==> config.mk <==
export PLATFORM = sky130hd
export DESIGN_NAME = interval_coverage_merger
export DESIGN_NICKNAME = d
export VERILOG_FILES = /design/src/rtl/core/icm_pkg.sv /design/src/rtl/core/interval_coverage_merger.sv /design/src/rtl/core/icm_table.sv /design/src/rtl/core/icm_cmp.sv /design/src/rtl/core/icm_ctrl.sv
export SDC_FILE = /design/constraint.sdc
export NUM_CORES = 2
export LEC_CHECK = 0
export BUFFER_PORTS_ARGS = -buffer_cell sky130_fd_sc_hd__buf_2
export CAP_MARGIN = 20
export CORE_MARGIN = 1.5
export CORE_UTILIZATION = 49
export CTS_BUF_LIST = sky130_fd_sc_hd__clkbuf_4
export CTS_CLUSTER_DIAMETER = 60
export DETAILED_ROUTE_END_ITERATION = 8
export PLACE_DENSITY = 0.73
export SYNTH_ARGS = -nofsm -noshare
export SYNTH_HDL_FRONTEND = slang
export SYNTH_SLANG_ARGS = --single-unit
==> constraint.sdc <==
create_clock -name clk -period 12.1 [get_ports clk]
set_input_delay 1.815 -clock clk [delete_from_list [all_inputs] [get_ports clk]]
set_output_delay 1.815 -clock clk [all_outputs]
set_load 0.02 [all_outputs]
==> src/rtl/core/icm_pkg.sv <==
// Shared types, constants and codes for the interval coverage merger.
package icm_pkg;

    localparam int unsigned DATA_W            = 32;
    localparam int unsigned MAX_INTERVALS_DEF = 16;
    localparam int unsigned CFG_IDX_W         = 1;

    localparam logic [CFG_IDX_W-1:0] REG_RANGE_START = 1'b0;
    localparam logic [CFG_IDX_W-1:0] REG_RANGE_END   = 1'b1;

    typedef struct packed {
        logic [DATA_W-1:0] seg_start;
        logic [DATA_W-1:0] seg_end;
    } seg_t;

    typedef struct packed {
        logic fully_covered;
        logic table_overflow;
    } res_t;

    typedef struct packed {
        logic [DATA_W-1:0] ent_start;
        logic [DATA_W-1:0] ent_end;
    } entry_t;

    typedef struct packed {
        logic ent_lt_seg_start;
        logic seg_end_ge_ent;
        logic ent_end_ge_seg;
        logic ent_end_gt_seg_end;
        logic ent_eq;
        logic ent_lt_pair;
    } cmp_t;

    typedef enum logic [2:0] {
        ST_IDLE,
        ST_FWD,
        ST_BWD,
        ST_DUP,
        ST_COPY
    } state_t;

endpackage

==> src/rtl/core/interval_coverage_merger.sv <==
// Top level of the interval coverage merger: configuration registers and unit wiring.
//
// Each transaction adds one segment [seg_start, seg_end) to a sorted table of up to
// MAX_INTERVALS disjoint intervals, merging every stored interval it overlaps or touches.
// busy stays high while a transaction is in progress; done pulses for one cycle with the
// result, and the receiver cannot stall it. The next transaction can be accepted while
// done is high. A transaction's length is set by the single read port of the table: a
// forward scan, a backward scan, a duplicate check and a compacting copy into the other
// bank each read one entry per cycle through one shared compare unit, so the length
// grows with the number of stored intervals.
// The table needs no clearing after reset. Write range_start and range_end only while idle.
module interval_coverage_merger #(
    parameter int unsigned MAX_INTERVALS = icm_pkg::MAX_INTERVALS_DEF
) (
    input  logic                            clk,
    input  logic                            rst_n,
    input  logic                            start,
    input  icm_pkg::seg_t                   seg,
    output logic                            busy,
    output logic                            done,
    output icm_pkg::res_t                   result,
    input  logic                            cfg_we,
    input  logic [icm_pkg::CFG_IDX_W-1:0]   cfg_index,
    input  logic [icm_pkg::DATA_W-1:0]      cfg_data
);

    localparam int unsigned IW = $clog2(MAX_INTERVALS);

    logic [icm_pkg::DATA_W-1:0] range_start_reg;
    logic [icm_pkg::DATA_W-1:0] range_end_reg;

    logic                       mem_we;
    logic [IW:0]                mem_waddr;
    logic [IW:0]                mem_raddr;
    icm_pkg::entry_t            mem_wdata;
    icm_pkg::entry_t            mem_rdata;
    icm_pkg::cmp_t              cmp;
    logic [icm_pkg::DATA_W-1:0] cur_start;
    logic [icm_pkg::DATA_W-1:0] cur_end;

    always_ff @(posedge clk or negedge rst_n)
    begin
        if (!rst_n)
        begin
            range_start_reg <= '0;
            range_end_reg   <= '0;
        end
        else if (cfg_we)
        begin
            unique case (cfg_index)
                icm_pkg::REG_RANGE_START: range_start_reg <= cfg_data;
                icm_pkg::REG_RANGE_END:   range_end_reg   <= cfg_data;
                default:
                begin
                end
            endcase
        end
    end

    icm_table #(
        .AW (IW + 1)
    ) u_table (
        .clk   (clk),
        .we    (mem_we),
        .waddr (mem_waddr),
        .wdata (mem_wdata),
        .raddr (mem_raddr),
        .rdata (mem_rdata)
    );

    icm_cmp u_cmp (
        .ent       (mem_rdata),
        .cur_start (cur_start),
        .cur_end   (cur_end),
        .flags     (cmp)
    );

    icm_ctrl #(
        .MAX_INTERVALS (MAX_INTERVALS)
    ) u_ctrl (
        .clk         (clk),
        .rst_n       (rst_n),
        .start       (start),
        .seg         (seg),
        .range_start (range_start_reg),
        .range_end   (range_end_reg),
        .busy        (busy),
        .done        (done),
        .result      (result),
        .mem_we      (mem_we),
        .mem_waddr   (mem_waddr),
        .mem_wdata   (mem_wdata),
        .mem_raddr   (mem_raddr),
        .mem_rdata   (mem_rdata),
        .cur_start   (cur_start),
        .cur_end     (cur_end),
        .cmp         (cmp)
    );

endmodule

==> src/rtl/core/icm_table.sv <==
// Two-bank interval table memory with one write port and one registered read port.
module icm_table #(
    parameter int unsigned AW = 5
) (
    input  logic               clk,
    input  logic               we,
    input  logic [AW-1:0]      waddr,
    input  icm_pkg::entry_t    wdata,
    input  logic [AW-1:0]      raddr,
    output icm_pkg::entry_t    rdata
);

    icm_pkg::entry_t mem [2**AW];
    icm_pkg::entry_t rd_data_reg;

    always_ff @(posedge clk)
    begin
        if (we)
        begin
            mem[waddr] <= wdata;
        end
        rd_data_reg <= mem[raddr];
    end

    assign rdata = rd_data_reg;

endmodule

==> src/rtl/core/icm_cmp.sv <==
// Shared compare unit: checks one stored entry against the working interval.
module icm_cmp (
    input  icm_pkg::entry_t              ent,
    input  logic [icm_pkg::DATA_W-1:0]   cur_start,
    input  logic [icm_pkg::DATA_W-1:0]   cur_end,
    output icm_pkg::cmp_t                flags
);

    always_comb
    begin
        flags.ent_lt_seg_start   = ent.ent_start < cur_start;
        flags.seg_end_ge_ent     = cur_end >= ent.ent_start;
        flags.ent_end_ge_seg     = ent.ent_end >= cur_start;
        flags.ent_end_gt_seg_end = ent.ent_end > cur_end;
        flags.ent_eq             = (ent.ent_start == cur_start) && (ent.ent_end == cur_end);
        flags.ent_lt_pair        = (ent.ent_start < cur_start) ||
                                   ((ent.ent_start == cur_start) && (ent.ent_end < cur_end));
    end

endmodule

==> src/rtl/core/icm_ctrl.sv <==
// Sequencer and working registers: scan, absorb, duplicate check and compacting copy.
module icm_ctrl #(
    parameter int unsigned MAX_INTERVALS = icm_pkg::MAX_INTERVALS_DEF,
    localparam int unsigned IW = $clog2(MAX_INTERVALS),
    localparam int unsigned CW = $clog2(MAX_INTERVALS + 1)
) (
    input  logic                         clk,
    input  logic                         rst_n,
    input  logic                         start,
    input  icm_pkg::seg_t                seg,
    input  logic [icm_pkg::DATA_W-1:0]   range_start,
    input  logic [icm_pkg::DATA_W-1:0]   range_end,
    output logic                         busy,
    output logic                         done,
    output icm_pkg::res_t                result,
    output logic                         mem_we,
    output logic [IW:0]                  mem_waddr,
    output icm_pkg::entry_t              mem_wdata,
    output logic [IW:0]                  mem_raddr,
    input  icm_pkg::entry_t              mem_rdata,
    output logic [icm_pkg::DATA_W-1:0]   cur_start,
    output logic [icm_pkg::DATA_W-1:0]   cur_end,
    input  icm_pkg::cmp_t                cmp
);

    icm_pkg::state_t state_reg, state_next;

    logic [icm_pkg::DATA_W-1:0] s_reg, s_next;
    logic [icm_pkg::DATA_W-1:0] e_reg, e_next;
    logic [CW-1:0] n_reg, n_next;
    logic [CW-1:0] idx_reg, idx_next;
    logic [CW-1:0] ridx_reg, ridx_next;
    logic [CW-1:0] lo_reg, lo_next;
    logic [CW-1:0] hi_reg, hi_next;
    logic [CW-1:0] wptr_reg, wptr_next;
    logic          vld_reg, vld_next;
    logic          found_reg, found_next;
    logic          dup_reg, dup_next;
    logic          ins_reg, ins_next;
    logic          bank_reg, bank_next;
    logic          done_reg, done_next;
    icm_pkg::res_t res_reg, res_next;

    logic          issue;
    logic          outside;
    logic          covered;
    logic [CW-1:0] lo_v;
    logic [CW-1:0] rd_idx;

    assign issue   = idx_reg < n_reg;
    assign outside = (ridx_reg < lo_reg) || (ridx_reg >= hi_reg);
    assign covered = (s_reg == range_start) && (e_reg == range_end);

    always_ff @(posedge clk or negedge rst_n)
    begin
        if (!rst_n)
        begin
            state_reg <= icm_pkg::ST_IDLE;
            n_reg     <= '0;
            bank_reg  <= 1'b0;
            vld_reg   <= 1'b0;
            done_reg  <= 1'b0;
        end
        else
        begin
            state_reg <= state_next;
            n_reg     <= n_next;
            bank_reg  <= bank_next;
            vld_reg   <= vld_next;
            done_reg  <= done_next;
        end
    end

    always_ff @(posedge clk)
    begin
        s_reg     <= s_next;
        e_reg     <= e_next;
        idx_reg   <= idx_next;
        ridx_reg  <= ridx_next;
        lo_reg    <= lo_next;
        hi_reg    <= hi_next;
        wptr_reg  <= wptr_next;
        found_reg <= found_next;
        dup_reg   <= dup_next;
        ins_reg   <= ins_next;
        res_reg   <= res_next;
    end

    always_comb
    begin
        state_next = state_reg;
        s_next     = s_reg;
        e_next     = e_reg;
        n_next     = n_reg;
        idx_next   = idx_reg;
        ridx_next  = ridx_reg;
        lo_next    = lo_reg;
        hi_next    = hi_reg;
        wptr_next  = wptr_reg;
        vld_next   = 1'b0;
        found_next = found_reg;
        dup_next   = dup_reg;
        ins_next   = ins_reg;
        bank_next  = bank_reg;
        done_next  = 1'b0;
        res_next   = res_reg;
        rd_idx     = idx_reg;
        lo_v       = lo_reg;
        mem_we     = 1'b0;
        mem_wdata  = '{ent_start: s_reg, ent_end: e_reg};

        unique case (state_reg)
            icm_pkg::ST_IDLE:
            begin
                if (start)
                begin
                    s_next     = seg.seg_start;
                    e_next     = seg.seg_end;
                    idx_next   = '0;
                    found_next = 1'b0;
                    dup_next   = 1'b0;
                    state_next = icm_pkg::ST_FWD;
                end
            end

            icm_pkg::ST_FWD:
            begin
                vld_next  = issue;
                ridx_next = idx_reg;
                if (issue)
                begin
                    idx_next = idx_reg + CW'(1);
                end
                if (vld_reg)
                begin
                    if (found_reg || !cmp.ent_lt_seg_start)
                    begin
                        lo_v = found_reg ? lo_reg : ridx_reg;
                        lo_next    = lo_v;
                        found_next = 1'b1;
                        if (cmp.seg_end_ge_ent)
                        begin
                            if (cmp.ent_end_gt_seg_end)
                            begin
                                e_next = mem_rdata.ent_end;
                            end
                        end
                        else
                        begin
                            hi_next    = ridx_reg;
                            idx_next   = lo_v;
                            vld_next   = 1'b0;
                            state_next = icm_pkg::ST_BWD;
                        end
                    end
                end
                else if (!issue)
                begin
                    lo_v       = found_reg ? lo_reg : n_reg;
                    lo_next    = lo_v;
                    hi_next    = n_reg;
                    idx_next   = lo_v;
                    state_next = icm_pkg::ST_BWD;
                end
            end

            icm_pkg::ST_BWD:
            begin
                rd_idx    = idx_reg - CW'(1);
                vld_next  = idx_reg != '0;
                ridx_next = rd_idx;
                if (idx_reg != '0)
                begin
                    idx_next = rd_idx;
                end
                if (vld_reg)
                begin
                    if (cmp.ent_end_ge_seg)
                    begin
                        if (cmp.ent_end_gt_seg_end)
                        begin
                            e_next = mem_rdata.ent_end;
                        end
                        s_next  = mem_rdata.ent_start;
                        lo_next = ridx_reg;
                    end
                    else
                    begin
                        idx_next   = '0;
                        vld_next   = 1'b0;
                        state_next = icm_pkg::ST_DUP;
                    end
                end
                else if (idx_reg == '0)
                begin
                    state_next = icm_pkg::ST_DUP;
                end
            end

            icm_pkg::ST_DUP:
            begin
                vld_next  = issue;
                ridx_next = idx_reg;
                if (issue)
                begin
                    idx_next = idx_reg + CW'(1);
                end
                if (vld_reg)
                begin
                    if (outside && cmp.ent_eq)
                    begin
                        dup_next = 1'b1;
                    end
                end
                else if (!issue)
                begin
                    if (hi_reg == lo_reg && !dup_reg && n_reg == CW'(MAX_INTERVALS))
                    begin
                        done_next  = 1'b1;
                        res_next   = '{fully_covered: 1'b0, table_overflow: 1'b1};
                        state_next = icm_pkg::ST_IDLE;
                    end
                    else if (hi_reg == lo_reg && dup_reg)
                    begin
                        done_next  = 1'b1;
                        res_next   = '{fully_covered: covered, table_overflow: 1'b0};
                        state_next = icm_pkg::ST_IDLE;
                    end
                    else
                    begin
                        idx_next   = '0;
                        wptr_next  = '0;
                        ins_next   = 1'b0;
                        state_next = icm_pkg::ST_COPY;
                    end
                end
            end

            icm_pkg::ST_COPY:
            begin
                vld_next  = issue;
                ridx_next = idx_reg;
                if (issue)
                begin
                    idx_next = idx_reg + CW'(1);
                end
                if (vld_reg)
                begin
                    if (outside)
                    begin
                        mem_we    = 1'b1;
                        wptr_next = wptr_reg + CW'(1);
                        if (!ins_reg && !dup_reg && !cmp.ent_lt_pair)
                        begin
                            ins_next  = 1'b1;
                            rd_idx    = ridx_reg;
                            vld_next  = 1'b1;
                            ridx_next = ridx_reg;
                            idx_next  = ridx_reg + CW'(1);
                        end
                        else
                        begin
                            mem_wdata = mem_rdata;
                        end
                    end
                end
                else if (!issue)
                begin
                    mem_we     = !ins_reg && !dup_reg;
                    n_next     = wptr_reg + CW'(mem_we);
                    bank_next  = !bank_reg;
                    done_next  = 1'b1;
                    res_next   = '{fully_covered: covered, table_overflow: 1'b0};
                    state_next = icm_pkg::ST_IDLE;
                end
            end

            default:
            begin
                state_next = icm_pkg::ST_IDLE;
            end
        endcase
    end

    assign mem_raddr = {bank_reg, rd_idx[IW-1:0]};
    assign mem_waddr = {!bank_reg, wptr_reg[IW-1:0]};
    assign cur_start = s_reg;
    assign cur_end   = e_reg;
    assign busy      = state_reg != icm_pkg::ST_IDLE;
    assign done      = done_reg;
    assign result    = res_reg;

    assert property (@(posedge clk) disable iff (!rst_n)
        n_reg <= CW'(MAX_INTERVALS))
        else $error("interval count above table depth");

    assert property (@(posedge clk) disable iff (!rst_n)
        (start && !busy) |=> busy)
        else $error("accepted transaction did not start the sequencer");

    assert property (@(posedge clk) disable iff (!rst_n)
        mem_we |-> state_reg == icm_pkg::ST_COPY)
        else $error("table write outside the copy pass");

    assert property (@(posedge clk) disable iff (!rst_n)
        (done && result.table_overflow) |-> (n_reg == CW'(MAX_INTERVALS)))
        else $error("overflow reported with room in the table");

    assert property (@(posedge clk) disable iff (!rst_n)
        done |-> !result.fully_covered || !result.table_overflow)
        else $error("overflow and coverage reported together");

endmodule
==> flow_metrics.env <==
export IMPL_status="finished with violations"
export IMPL_violations="design-rule violations"
export IMPL_post_place_ws_ns=5.33
export IMPL_netlist_area_um2=94700
export IMPL_postSynthCellCount=6406
export IMPL_dp_hpwl_um=155000
export IMPL_drc=1
export IMPL_ys_seq_area_share_pct=71.3
export IMPL_placed_area_um2=98200
export IMPL_cts_tree="done"
export IMPL_dr_pass1_iters=9
export IMPL_wl_per_cell_um=29.7
export IMPL_synth_cell_types=78
export IMPL_die_h_um=443
export IMPL_clkTransAtPathRegs_ns=0.08
export IMPL_layout_setup_ws_ns=4.94
export IMPL_regToRegSetupSlack_ns=4.94
export IMPL_rows=161
export IMPL_coreArea_um2=192000
export IMPL_grt_pass1_wl_um=415000
export IMPL_initial_core_util_pct=49.3
export IMPL_largest_register_ffs=2048
export IMPL_syn_nets=6658
export IMPL_drv_cap=0
export IMPL_area_growth_pct=11.4
export IMPL_cts_root_buf="clkbuf_4"
export IMPL_setup_tns_ns=0
export IMPL_ctsHoldBuffers=0
export IMPL_multiInputGateArea_um2=25300
export IMPL_ant_nets=0
export IMPL_final_fill_count=15200
export IMPL_power_uw=29400
export IMPL_p_leak_uw=0.0366
export IMPL_crit_fanout=72
export IMPL_tightest_slew_ns=1.25
export IMPL_fin_nets=7081
export IMPL_portBuffers=104
export IMPL_place_gp_congestion=0.986
export IMPL_fp_dieW_um=443
export IMPL_async_flop_share_pct=3.29
export IMPL_critical_path_class="reg2reg"
export IMPL_yosys_register_bits=2281
export IMPL_syn_avg_cell_area_um2=14.8
export IMPL_grt_pass1_vias=60500
export IMPL_grt_max_degree=201
export IMPL_setup_violations=0
export IMPL_endpoint_kind="flip-flop"
export IMPL_cp_arrival_ns=8.43
export IMPL_power_density_nw_per_um2=278
export IMPL_gr_total_overflow=0
export IMPL_clock_latency_ns=1.42
export IMPL_dieArea_um2=196000
export IMPL_vias=62100
export IMPL_pwr_share_comb_pct=42.4
export IMPL_maxSlewViolCount=0
export IMPL_antenna_found_initial=11
export IMPL_globalRouteTotalUtil_pct=29.1
export IMPL_ios=105
export IMPL_netSwitchingFraction_pct=41.2
export IMPL_pwr_share_seq_pct=35.8
export IMPL_clock_sinks=2281
export IMPL_cp_required_ns=13.37
export IMPL_internal_power_uw=17300
export IMPL_cts_resized=0
export IMPL_viasPerCell=6.36
export IMPL_drt_iter0_markers=8867
export IMPL_finalHoldViolCount=0
export IMPL_synth_edf_count=2142
export IMPL_cts_buffer_depth=4
export IMPL_seq_area_um2=67500
export IMPL_mostFrequentLayoutCell="edfxtp_1"
export IMPL_cts_buffers=579
export IMPL_yosys_warnings=0
export IMPL_p_clk_share_pct=21.8
export IMPL_rsz0062_at_grt="false"
export IMPL_cp_start_kind="flip-flop"
export IMPL_relSlewSlack_pct=16.6
export IMPL_min_period_over_period_pct=59.2
export IMPL_synth_ff_type="edfxtp_1"
export IMPL_r2r_cells=15
export IMPL_fin_worst_skew_ns=0.131
export IMPL_min_period_ns=7.16
export IMPL_max_freq_ghz=0.140
export IMPL_layout_common_cells="edfxtp_1 (2,142), nand2_1 (1,152), clkbuf_4 (854)"
export IMPL_cts_max_level=6
export IMPL_regMostFlops="u_table.mem"
export IMPL_cts_setup_buffers=0
export IMPL_hold_class="in2async"
export IMPL_drt_wl_total_um=290000
export IMPL_ir_worst_vdd_v=0.000417
export IMPL_power_switching_uw=12100
export IMPL_holdWs_ns=0.235
export IMPL_fin_area_um2=105000
export IMPL_layout_drive_gt1_share_pct=20.7
## per-stage QoR
step / cells / util [%]
2_1_floorplan: 6406 / -
6_report: 9763 / 54.9
4_1_cts: 9754 / 54.8
3_3_place_gp: 8764 / 51.1
3_5_place_dp: 8768 / 51.1
5_1_grt: 9763 / 54.9
## synth_stat cells, types with 5 or more instances
master / instances / area share (%)
a211oi_1: 200 / 1.6
a21o_1: 106 / 0.84
a21oi_1: 50 / 0.26
a221o_1: 7 / 0.074
a22oi_1: 65 / 0.52
a311oi_1: 67 / 0.62
a31oi_1: 132 / 0.87
a32oi_1: 67 / 0.62
and3_1: 7 / 0.046
and4_1: 197 / 1.8
buf_1: 31 / 0.12
buf_2: 99 / 0.52
buf_4: 6 / 0.048
buf_6: 15 / 0.18
clkbuf_1: 272 / 1.1
dfrtp_1: 75 / 2.0
dfxtp_1: 64 / 1.4
edfxtp_1: 2142 / 68
ha_1: 151 / 2.0
inv_1: 123 / 0.49
mux2_2: 133 / 1.6
mux2i_1: 203 / 2.1
mux4_2: 126 / 3.0
nand2_1: 1158 / 4.6
nand2b_1: 9 / 0.059
nand3_1: 340 / 1.8
nand3b_1: 6 / 0.048
nand4_1: 36 / 0.24
nor2_1: 84 / 0.33
nor2b_1: 9 / 0.059
nor3_1: 11 / 0.058
nor4_1: 10 / 0.066
o211ai_1: 7 / 0.056
o21ai_0: 172 / 0.91
o221ai_1: 65 / 0.60
or3_1: 5 / 0.033
xnor2_1: 78 / 0.72
xor2_1: 11 / 0.10
## power by group through the flow
stage                     clock, uW  sequential (uW)  combinational (uW)
final                          6400            10500               12400
after global routing           6870            10500               13200
after CTS                      6480            10500               12100
after detailed placement          0            10700               12100
after global placement            0            10700               11800
after floorplan                   0            10300                8420
## critical path, stage by stage (launching register included)
cell	delay, ns
edfxtp_1	0.47
inv_1	0.10
ha_1	0.31
nand3_1	0.19
or4_4	0.63
a211oi_1	0.90
o31ai_2	0.28
o211ai_4	0.28
and3_4	0.57
buf_4	0.84
buf_4	0.78
buf_4	0.69
nand2_1	0.13
a311oi_1	0.32
a31oi_1	0.12
o221ai_1	0.26
## path summary, 6_finish.rpt
| path | to | from |
|---|---|---|
| max | u_table.rdata[44]$_DFF_P_ | u_ctrl.cur_start[30]$_DFFE_PP_ |
| max in group asynchronous | range_end_reg[3]$_DFFE_PN0P_ | rst_n |
| min reg2reg | range_start_reg[24]$_DFFE_PN0P_ | range_start_reg[24]$_DFFE_PN0P_ |
| min | u_ctrl.done$_DFF_PN0_ | rst_n |
| min in group clk | range_start_reg[24]$_DFFE_PN0P_ | range_start_reg[24]$_DFFE_PN0P_ |
| max reg2reg | u_table.rdata[44]$_DFF_P_ | u_ctrl.cur_start[30]$_DFFE_PP_ |
## kinds of logic after synthesis
| kind of cell | synth area share [%] |
|---|---|
| flip-flops | 71.3 |
| AND/OR/NAND/NOR | 9.34 |
| AO/OA/AOI/OAI | 7.39 |
| buffers and inverters | 2.44 |
| multiplexers | 6.73 |
| adder cells (fa/ha/maj) | 2.00 |
| XOR/XNOR | 0.823 |
## cell type report
class / instances / area share [%]
clock buffer: 854 / 6.08
timing repair buffer: 265 / 1.81
inverter: 123 / 0.438
clock inverter: 132 / 0.659
antenna: 3 / 0.00712
sequential: 2281 / 64.0
multi-input combinational: 3579 / 24.0
tap: 2526 / 3.00
## per-layer routing
layer	track usage [%]	vias up	share of wire, %
met5	0	-	0.0076
met4	19.4	4	7.2
met3	6.80	871	12
met1	38.0	30600	36
li1	-	26000	-
met2	43.8	4623	45
Power figures use the tool's default switching activity.
